`src/rtl/core/assert_macros.svh`:
```
// ----------------------------------------------------------------------------
// Assertion macros
// Shared concurrent assertion helpers for the core RTL.
// ----------------------------------------------------------------------------
`ifndef ASSERT_MACROS_SVH
`define ASSERT_MACROS_SVH

// property checked while reset is low
`define PAC_ASSERT(lbl, clk, rst, prop) \
   lbl: assert property (@(posedge clk) disable iff (rst) prop) \
      else $error("assertion failed");

// property checked at every edge, reset included
`define PAC_ASSERT_ALWAYS(lbl, clk, prop) \
   lbl: assert property (@(posedge clk) prop) \
      else $error("assertion failed");

`endif

```
`src/rtl/core/pac_pkg.sv`:
```
// ----------------------------------------------------------------------------
// pac_pkg
// Types, constants and cell functions for the QARMA-64 authentication core.
// ----------------------------------------------------------------------------
package pac_pkg;

   localparam int NUM_ROUNDS = 5;
   localparam int NUM_STAGES = 2 * NUM_ROUNDS + 2;
   localparam int CTR_A      = NUM_ROUNDS;
   localparam int CTR_B      = NUM_ROUNDS + 1;

   localparam int CSR_IDX_W  = 1;
   localparam logic [CSR_IDX_W-1:0] CSR_KEY_UPPER = 1'b0;
   localparam logic [CSR_IDX_W-1:0] CSR_KEY_LOWER = 1'b1;

   typedef logic [63:0] word_type;
   typedef logic [3:0]  cell_type;

   typedef struct packed {
      word_type w0;
      word_type k0;
   } key_type;

   localparam cell_type CELL_FWD_SRC [16] = '{
      4'd13, 4'd6, 4'd11, 4'd0, 4'd7, 4'd12, 4'd1, 4'd10,
      4'd8, 4'd3, 4'd14, 4'd5, 4'd2, 4'd9, 4'd4, 4'd15
   };
   localparam cell_type CELL_INV_SRC [16] = '{
      4'd3, 4'd6, 4'd12, 4'd9, 4'd14, 4'd11, 4'd1, 4'd4,
      4'd8, 4'd13, 4'd7, 4'd2, 4'd5, 4'd0, 4'd10, 4'd15
   };
   localparam cell_type TWK_FWD_SRC [16] = '{
      4'd4, 4'd5, 4'd6, 4'd7, 4'd11, 4'd2, 4'd3, 4'd8,
      4'd12, 4'd13, 4'd14, 4'd15, 4'd0, 4'd1, 4'd10, 4'd9
   };
   localparam logic [15:0] TWK_FWD_LFSR = 16'hD894;
   localparam cell_type TWK_INV_SRC [16] = '{
      4'd12, 4'd13, 4'd5, 4'd6, 4'd0, 4'd1, 4'd2, 4'd3,
      4'd7, 4'd15, 4'd14, 4'd4, 4'd8, 4'd9, 4'd10, 4'd11
   };
   localparam logic [15:0] TWK_INV_LFSR = 16'h8F41;

   localparam cell_type SBOX_FWD [16] = '{
      4'hB, 4'h6, 4'h8, 4'hF, 4'hC, 4'h0, 4'h9, 4'hE,
      4'h3, 4'h7, 4'h4, 4'h5, 4'hD, 4'h2, 4'h1, 4'hA
   };
   localparam cell_type SBOX_INV [16] = '{
      4'h5, 4'hE, 4'hD, 4'h8, 4'hA, 4'hB, 4'h1, 4'h9,
      4'h2, 4'h6, 4'hF, 4'h0, 4'h4, 4'hC, 4'h7, 4'h3
   };

   localparam word_type ROUND_CONST [NUM_ROUNDS] = '{
      64'h0000000000000000,
      64'h13198A2E03707344,
      64'hA4093822299F31D0,
      64'h082EFA98EC4E6C89,
      64'h452821E638D01377
   };
   localparam word_type ALPHA_CONST = 64'hC0AC29B7C97C50DD;

   function automatic word_type pac_w1(input word_type w0);
      return {w0[0], w0[63:2], w0[1] ^ w0[63]};
   endfunction

   function automatic cell_type lfsr_fwd(input cell_type c);
      return {c[0] ^ c[1], c[3:1]};
   endfunction

   function automatic cell_type lfsr_inv(input cell_type c);
      return {c[2:0], c[0] ^ c[3]};
   endfunction

   function automatic word_type cell_fwd(input word_type v);
      word_type r;
      for (int d = 0; d < 16; d++) begin
         r[d*4 +: 4] = v[{CELL_FWD_SRC[d], 2'b00} +: 4];
      end
      return r;
   endfunction

   function automatic word_type cell_inv(input word_type v);
      word_type r;
      for (int d = 0; d < 16; d++) begin
         r[d*4 +: 4] = v[{CELL_INV_SRC[d], 2'b00} +: 4];
      end
      return r;
   endfunction

   function automatic word_type tweak_fwd(input word_type v);
      word_type r;
      cell_type c;
      for (int d = 0; d < 16; d++) begin
         c = v[{TWK_FWD_SRC[d], 2'b00} +: 4];
         r[d*4 +: 4] = TWK_FWD_LFSR[d] ? lfsr_fwd(c) : c;
      end
      return r;
   endfunction

   function automatic word_type tweak_inv(input word_type v);
      word_type r;
      cell_type c;
      for (int d = 0; d < 16; d++) begin
         c = v[{TWK_INV_SRC[d], 2'b00} +: 4];
         r[d*4 +: 4] = TWK_INV_LFSR[d] ? lfsr_inv(c) : c;
      end
      return r;
   endfunction

   function automatic word_type sbox_fwd(input word_type v);
      word_type r;
      for (int d = 0; d < 16; d++) begin
         r[d*4 +: 4] = SBOX_FWD[v[d*4 +: 4]];
      end
      return r;
   endfunction

   function automatic word_type sbox_inv(input word_type v);
      word_type r;
      for (int d = 0; d < 16; d++) begin
         r[d*4 +: 4] = SBOX_INV[v[d*4 +: 4]];
      end
      return r;
   endfunction

   function automatic cell_type rot1(input cell_type c);
      return {c[2:0], c[3]};
   endfunction

   function automatic cell_type rot2(input cell_type c);
      return {c[1:0], c[3:2]};
   endfunction

   function automatic word_type mix_columns(input word_type v);
      word_type r;
      cell_type a0, a4, a8, ac;
      for (int col = 0; col < 4; col++) begin
         a0 = v[col*4 +: 4];
         a4 = v[col*4 + 16 +: 4];
         a8 = v[col*4 + 32 +: 4];
         ac = v[col*4 + 48 +: 4];
         r[col*4 + 48 +: 4] = rot1(a8) ^ rot2(a4) ^ rot1(a0);
         r[col*4 + 32 +: 4] = rot1(ac) ^ rot1(a4) ^ rot2(a0);
         r[col*4 + 16 +: 4] = rot2(ac) ^ rot1(a8) ^ rot1(a0);
         r[col*4 +: 4]      = rot1(ac) ^ rot2(a8) ^ rot1(a4);
      end
      return r;
   endfunction

endpackage

```
`src/rtl/core/pointer_auth_code_cipher_top.sv`:
```
// Throughput: one request per cycle; busy is never raised.
// Depth is one register stage per forward and per backward round plus two for the reflection.
// Synchronous reset clears the pipeline valid bits and both key registers.
// Results cannot be held off: each shows for one cycle only.
// ----------------------------------------------------------------------------
// pointer_auth_code_cipher_top
// QARMA-64 authentication core with key registers and a round pipeline.
// ----------------------------------------------------------------------------
module pointer_auth_code_cipher_top
   import pac_pkg::*;
(
   input  logic                 clock,
   input  logic                 reset,
   input  logic                 start,
   output logic                 busy,
   input  logic [63:0]          req_plain_word,
   input  logic [63:0]          req_tweak,
   output logic                 rsp_valid,
   output logic [63:0]          rsp_auth_code,
   input  logic                 csr_wr_en,
   input  logic [CSR_IDX_W-1:0] csr_index,
   input  logic [63:0]          csr_wdata
);

   key_type keys_ff;
   key_type keys_in;

   always_comb begin
      keys_in = keys_ff;
      if (csr_wr_en) begin
         case (csr_index)
            CSR_KEY_UPPER: keys_in.w0 = csr_wdata;
            CSR_KEY_LOWER: keys_in.k0 = csr_wdata;
            default:       keys_in    = keys_ff;
         endcase
      end
   end

   always_ff @(posedge clock) begin
      if (reset) begin
         keys_ff <= '0;
      end else begin
         keys_ff <= keys_in;
      end
   end

   assign busy = 1'b0;

   pac_pipe u_pipe (
      .clock     (clock),
      .reset     (reset),
      .in_valid  (start & ~busy),
      .in_plain  (req_plain_word),
      .in_tweak  (req_tweak),
      .keys      (keys_ff),
      .out_valid (rsp_valid),
      .out_word  (rsp_auth_code)
   );

endmodule

```
`src/rtl/core/pac_pipe.sv`:
```
// ----------------------------------------------------------------------------
// pac_pipe
// Round pipeline: one stage per forward round, two for the reflection,
// one per backward round.
// ----------------------------------------------------------------------------
`include "assert_macros.svh"

module pac_pipe
   import pac_pkg::*;
(
   input  logic     clock,
   input  logic     reset,
   input  logic     in_valid,
   input  word_type in_plain,
   input  word_type in_tweak,
   input  key_type  keys,
   output logic     out_valid,
   output word_type out_word
);

   logic [NUM_STAGES-1:0] vld_ff;
   word_type              st_ff [NUM_STAGES];
   word_type              st_in [NUM_STAGES];
   word_type              tw_ff [NUM_STAGES-1];
   word_type              tw_in [NUM_STAGES-1];
   word_type              w1;

   assign w1 = pac_w1(keys.w0);

   always_comb begin
      word_type s;
      word_type t;
      // forward rounds
      st_in[0] = sbox_fwd(in_plain ^ keys.w0 ^ keys.k0 ^ in_tweak ^ ROUND_CONST[0]);
      tw_in[0] = tweak_fwd(in_tweak);
      for (int r = 1; r < NUM_ROUNDS; r++) begin
         st_in[r] = sbox_fwd(mix_columns(cell_fwd(
                       st_ff[r-1] ^ keys.k0 ^ tw_ff[r-1] ^ ROUND_CONST[r])));
         tw_in[r] = tweak_fwd(tw_ff[r-1]);
      end
      // reflection, first half
      s = mix_columns(cell_fwd(st_ff[CTR_A-1] ^ w1 ^ tw_ff[CTR_A-1]));
      st_in[CTR_A] = mix_columns(cell_fwd(sbox_fwd(s)));
      tw_in[CTR_A] = tw_ff[CTR_A-1];
      // reflection, second half
      s = sbox_inv(cell_inv(st_ff[CTR_A] ^ keys.k0));
      st_in[CTR_B] = cell_inv(mix_columns(s)) ^ keys.w0 ^ tw_ff[CTR_A];
      tw_in[CTR_B] = tw_ff[CTR_A];
      // backward rounds
      for (int i = 0; i < NUM_ROUNDS - 1; i++) begin
         t = tweak_inv(tw_ff[CTR_B+i]);
         s = cell_inv(mix_columns(sbox_inv(st_ff[CTR_B+i])));
         st_in[CTR_B+1+i] = s ^ ROUND_CONST[NUM_ROUNDS-1-i] ^ keys.k0 ^ t ^ ALPHA_CONST;
         tw_in[CTR_B+1+i] = t;
      end
      t = tweak_inv(tw_ff[NUM_STAGES-2]);
      st_in[NUM_STAGES-1] = sbox_inv(st_ff[NUM_STAGES-2]) ^ ROUND_CONST[0] ^ keys.k0
                            ^ t ^ ALPHA_CONST ^ w1;
   end

   always_ff @(posedge clock) begin
      if (reset) begin
         vld_ff <= '0;
      end else begin
         vld_ff <= {vld_ff[NUM_STAGES-2:0], in_valid};
      end
   end

   always_ff @(posedge clock) begin
      for (int n = 0; n < NUM_STAGES; n++) begin
         st_ff[n] <= st_in[n];
      end
      for (int n = 0; n < NUM_STAGES - 1; n++) begin
         tw_ff[n] <= tw_in[n];
      end
   end

   assign out_valid = vld_ff[NUM_STAGES-1];
   assign out_word  = st_ff[NUM_STAGES-1];

   `PAC_ASSERT(a_latency, clock, reset, in_valid |-> ##(NUM_STAGES) out_valid)
   `PAC_ASSERT(a_no_spurious, clock, reset, out_valid |-> $past(vld_ff[NUM_STAGES-2]))
   `PAC_ASSERT_ALWAYS(a_reset_flush, clock, reset |=> (vld_ff == '0))

endmodule

```
`config.mk`:
```
export PLATFORM = sky130hd
export DESIGN_NAME = pointer_auth_code_cipher_top
export DESIGN_NICKNAME = d
export VERILOG_FILES = /design/src/rtl/core/pac_pkg.sv /design/src/rtl/core/pointer_auth_code_cipher_top.sv /design/src/rtl/core/pac_pipe.sv
export VERILOG_INCLUDE_DIRS = /design/src /design/src/rtl/core
export SDC_FILE = /design/constraint.sdc
export NUM_CORES = 2
export LEC_CHECK = 0
export ABC_CLOCK_PERIOD_IN_PS = 6450
export BUFFER_PORTS_ARGS = -buffer_cell sky130_fd_sc_hd__buf_2
export CORE_UTILIZATION = 65
export CTS_BUF_LIST = sky130_fd_sc_hd__clkbuf_4 sky130_fd_sc_hd__clkbuf_8
export DETAILED_ROUTE_END_ITERATION = 8
export PLACE_DENSITY_LB_ADDON = 0.08
export SYNTH_ARGS = -nofsm -noshare
export SYNTH_HDL_FRONTEND = slang
export SYNTH_SLANG_ARGS = --single-unit
```
`constraint.sdc`:
```
create_clock -name clock -period 6.45 [get_ports clock]
set_input_delay 1.6125 -clock clock [delete_from_list [all_inputs] [get_ports clock]]
set_output_delay 1.6125 -clock clock [all_outputs]
set_load 0.005 [all_outputs]
```
Word level (Yosys, flattened, before mapping)
Memories as Yosys holds them, arrays and structs flattened.
Cells that the tools add are included.
{ "totals": {"ff_bits": 140, "output_inout_bits": 66, "memories": 194, "input_bits": 197, "ram_bits": 1472, "romBits": 12288} }
{ "memory_table": {"columns": ["memory", "depth", "width", "read_ports", "rd_clocked_by_memory_dff", "wr", "line_no", "text"], "rows": [
  ["u_pipe.st_ff", 12, 64, 12, 0, 12, "pac_pipe.sv:22", "word_type st_ff [NUM_STAGES];"],
  ["u_pipe.tw_ff", 11, 64, 11, 0, 11, "pac_pipe.sv:24", "word_type tw_ff [NUM_STAGES-1];"],
  ["(name not given)", 16, 4, 1, 0, 0, "pac_pkg.sv:112", "r[d*4 +: 4] = SBOX_FWD[v[d*4 +: 4]];"],
  ["(name not given)", 16, 4, 1, 0, 0, "pac_pkg.sv:112", null],
  ["(name not given)", 16, 4, 1, 0, 0, "pac_pkg.sv:112", null],
  ["(name not given)", 16, 4, 1, 0, 0, "pac_pkg.sv:112", null],
  ["188 more memories", null, null, null, null, null, null, null]
]} }
{ "op_classes": {"bitwise_logic": 656, "reduce_logical": 2, "muxes": 384, "magnitude_cmp": 192} }
{ "ops": {"columns": ["operator", "n"], "rows": [
  ["XOR 64 bit", 27],
  ["two-way mux 4 bit", 384],
  ["XOR 4 bit", 352],
  ["greater-or-equal comparator 5 bit (second input constant)", 192],
  ["inverter 4 -> 5 bit", 192],
  ["inverter 32 bit", 5],
  ["inverter 25 bit", 4],
  ["XOR 1 bit", 71],
  ["inverter 30 bit", 2],
  ["inverter 27 bit", 2],
  ["AND reduction 2 bit", 2],
  ["inverter 1 bit", 1]
]} }

Logic depth before layout (Yosys ltp)
{ "depth": {"word_depth": 11, "ltp_mapped": 11, "ltp_nobuf": 10} }

Modules after synthesis
A second synthesis with hierarchy kept.
{ "unflattened": {"hier_cells": 9250, "area_unflattened_um2": 95220.1} }
{ "by_module_without_submodules": {"columns": ["mod", "n_inst", "area_per_inst_um2", "cells_each", "seq_area_each_um2"], "rows": [
  ["pac_pipe", 1, 89936.3, 8761, 29708.5],
  ["pointer_auth_code_cipher_top", 1, 5283.8, 489, 2562.5]
]} }

Worst setup path before layout
OpenSTA, ideal clock, no wires.
{ "synth_path": {"path_kind": "input to register", "from": "in req_plain_word[48]", "to": "mem u_pipe.st_ff[0][50] in the netlist's numbering", "n_path_buf": 0, "setup_time_ns": 0.134, "t_required_ns": 6.316, "stages": 5, "slack_ns": 3.404, "arrival_time_ns": 2.912, "path_cell_list": "xor2_1 xnor2_1 inv_1 ha_1 mux4_2"} }
{ "synth_rtl": {"columns": ["element", "line_no", "text"], "rows": [
  ["start: declaration", "pointer_auth_code_cipher_top.sv:16", "input logic [63:0] req_plain_word,"],
  ["end: declaration", "pac_pipe.sv:22", null]
]} }

==> flow_summary_export.csv <==
group,metric,value,unit
outcome,status,"completed",
logic_synthesis,synth-xor-area-share,30.30,%
timing,tns,0,ns
logic_synthesis,syn_nets,10690,
logic_synthesis,yosys-mux-area-fraction,4.787,%
run,cap_violations,0,
global_route,grt_pass1_wl,460900,um
clock_tree,clock_sinks,1612,
setup_path,critical-path-slowest-cell,"xor2_1",
finish,finalNetCount,10910,
timing,fmax,0.2465,GHz
timing,timing.final.crit_share,62.88,%
finish,syn_to_final_growth,9.078,%
drt,initialDrtViolationCount,6928,
clock_tree,post_cts_buffers,0,
setup_path,arrival,4.93,ns
timing,timing.final.max_slew_violations,0,
clock_tree,cts_buffers,288,
setup_path,crit_cells,8,
floorplan,die_h,384.2,um
clock_tree,cts-resized-gates,0,
placement,gp_congestion,1.056,
timing,maxSlewHeadroom,5.600,%
logic_synthesis,syn_area_per_cell,9.949,um^2
setup_path,reg2reg_depth,8,
setup_path,cp_slowest_stage_delay,0.86,ns
logic_synthesis,synth-edff-count,0,
timing,fin_crit,4.056,ns
setup_path,crit_type,"register to register",
floorplan,rows,139,
floorplan,core_area,144400,um^2
logic_synthesis,syn_area,94960,um^2
timing,hold_viol,0,
placement,hpwl,271000,um
floorplan,die_width,384.2,um
setup_path,critPathTopFamily,"XOR/XNOR gates",
logic_synthesis,ys_ff_latch,1612,
clock_tree,htreeDepth,5,
floorplan,start_util,65.79,%
global_route,grt_max_degree,141,
setup_path,cp_max_fo,7,
clock_tree,cts-root-buf,"clkbuf_8",
setup_path,cp.required,7.32,ns
setup_path,timing.critical_path.from_type,"register",
logic_synthesis,synth_flop_cell,"dfxtp_1",
clock_tree,clk_pin_slew,0.07,ns
global_route,grt_overflow,0,
worst_hold_path,hp-class,"register to register",
logic_synthesis,synth_area_leaders,"dfxtp_1 34%, xnor2_1 20%, ha_1 12%, xor2_1 6.7%, mux4_2 3.5%",
logic_synthesis,synthAdderAreaFrac,12.42,%
logic_synthesis,netlist_instances,9545,
logic_synthesis,ys_seq_area_share,33.98,%
logic_synthesis,synth_compound_area_share,8.208,%
drt,wl_per_cell,28.34,um
timing,setup_violations,0,
timing,hold_slack,0.3333,ns
setup_path,path_buf_inv,3,
clock_tree,cts_tree,"built",
placement,port_buffers,261,
drt,routed-via-count,68630,
logic_synthesis,synth-async-reset-ratio,0,%
drt,drt_pass1_iterations,8,
logic_synthesis,synth-simple-area-share,5.388,%
placement,placed_area,97510,um^2
clock_tree,clock_latency,1.02,ns
logic_synthesis,ys.warnings.count,0,
finish,drive_gt1_share,10.93,%
clock_tree,ctsHoldBuffers,0,
floorplan,die-area,147600,um^2
clock_tree,clockBufferDepth,4,
global_route,grt_use_total,44.69,%
logic_synthesis,synth.largest_area_cell,"dfxtp_1",
timing,finClkSkew,0.05421,ns
setup_path,end_kind,"register",
drt,viasPerCell,5.773,
drt,drc_errors,0,
logic_synthesis,synth_top_family_by_area,"XOR/XNOR gates",
global_route,grt_pass1_vias,65680,
logic_synthesis,synth_cell_types,78,
logic_synthesis,synth_top_area_share,33.98,%
setup_path,crit_chain,"buf_4, xor2_1, xnor2_1, xnor2_1, inv_1, ha_1, inv_1, mux4_2",
global_route,grt_antenna_before_repair,17,
timing,grt_setup_unrepaired,"false",
finish,design_area,103600,um^2
timing,worst_slew_pin_slew,1.406,ns
floorplan,io_pins,263,
worst_hold_path,holdPathStages,0,
drt,totalWireLength,336900,um
drt,ant_nets,0,
[cell usage in the layout, fill, tap and decap left out, drive strengths merged, types with 111 or more instances in the layout]
cell,synthesis,routed
inv,717,721
ha,943,943
dfxtp,1612,1612
nand2,540,540
nor2,343,343
mux2i,111,111
a211oi,148,148
a21oi,528,528
buf,206,367
clkbuf,223,425
o21ai,405,405
mux4,146,146
xor2,738,738
xnor2,2205,2205
[layer usage]
metal	vias to the layer above	wire length, um	GRT usage [%]
li1	31090	-	-
met1	32600	118600	49.50
met2	3638	147900	69.62
met3	1291	28000	8.563
met4	6	42370	47.67
met5	-	38	0
[cell type report]
cell class | count | area [um^2]
antenna | 17 | 42.54
sequential | 1612 | 32270
tap | 1903 | 2381
fill | 10870 | 40770
clock inverter | 59 | 553.0
inverter | 718 | 2695
multi-input combinational | 6786 | 58050
clock buffer | 425 | 5474
timing repair buffer | 367 | 2117
[Yosys cell counts, drive strengths merged, types with 33 or more instances]
cell and count:
mux4 146, and2 60, nor3 53, dfxtp 1612, xnor3 108, nand2 540, o22ai 33, o2bb2ai 44
nand3 41, xor2 738, a211oi 148, ha 943, xnor2 2205, nor2 343, o21ai 405, buf 206
inv 717, mux2i 111, a21oi 528, nor2b 95, clkbuf 223
[per-stage QoR]
step / setup WS, ns / std cells / util (%)
floorplan: 3.404 / 9545 / -
global route: 2.469 / 11880 / 71.75
CTS: 2.547 / 11870 / 71.73
finish: 2.394 / 11890 / 71.76
global placement: 2.642 / 11390 / 67.55
detailed placement: 2.578 / 11390 / 67.55
[logic make-up after synthesis]
group,after synthesis
xor+xnor,3065
buf+inv,1147
simple gates,1183
flops,1612
compound gates,1324
other cells,1
mux,270
fa+ha+maj,943
[registers in the layout, indices dropped and copies added (netlist names)]
name and count:
u_pipe.tw_ff 704, keys_ff 128, u_pipe.vld_ff 12, u_pipe.st_ff 768
[path summary, 6_finish.rpt]
path	from	end	slack (ns)
hold reg to reg	u_pipe.tw_ff[1][22]$_DFF_P_	u_pipe.tw_ff[2][6]$_DFF_P_	0.33
hold / removal	u_pipe.tw_ff[1][22]$_DFF_P_	u_pipe.tw_ff[2][6]$_DFF_P_	0.33
setup / recovery	keys_ff[15]$_SDFFE_PP0P_	u_pipe.st_ff[0][150]$_DFF_P_	2.39
setup reg to reg	keys_ff[15]$_SDFFE_PP0P_	u_pipe.st_ff[0][150]$_DFF_P_	2.39
Power is left out: the tool's default activity adds up to more than one toggle a clock period on the data nets, which glitch-free logic cannot reach.
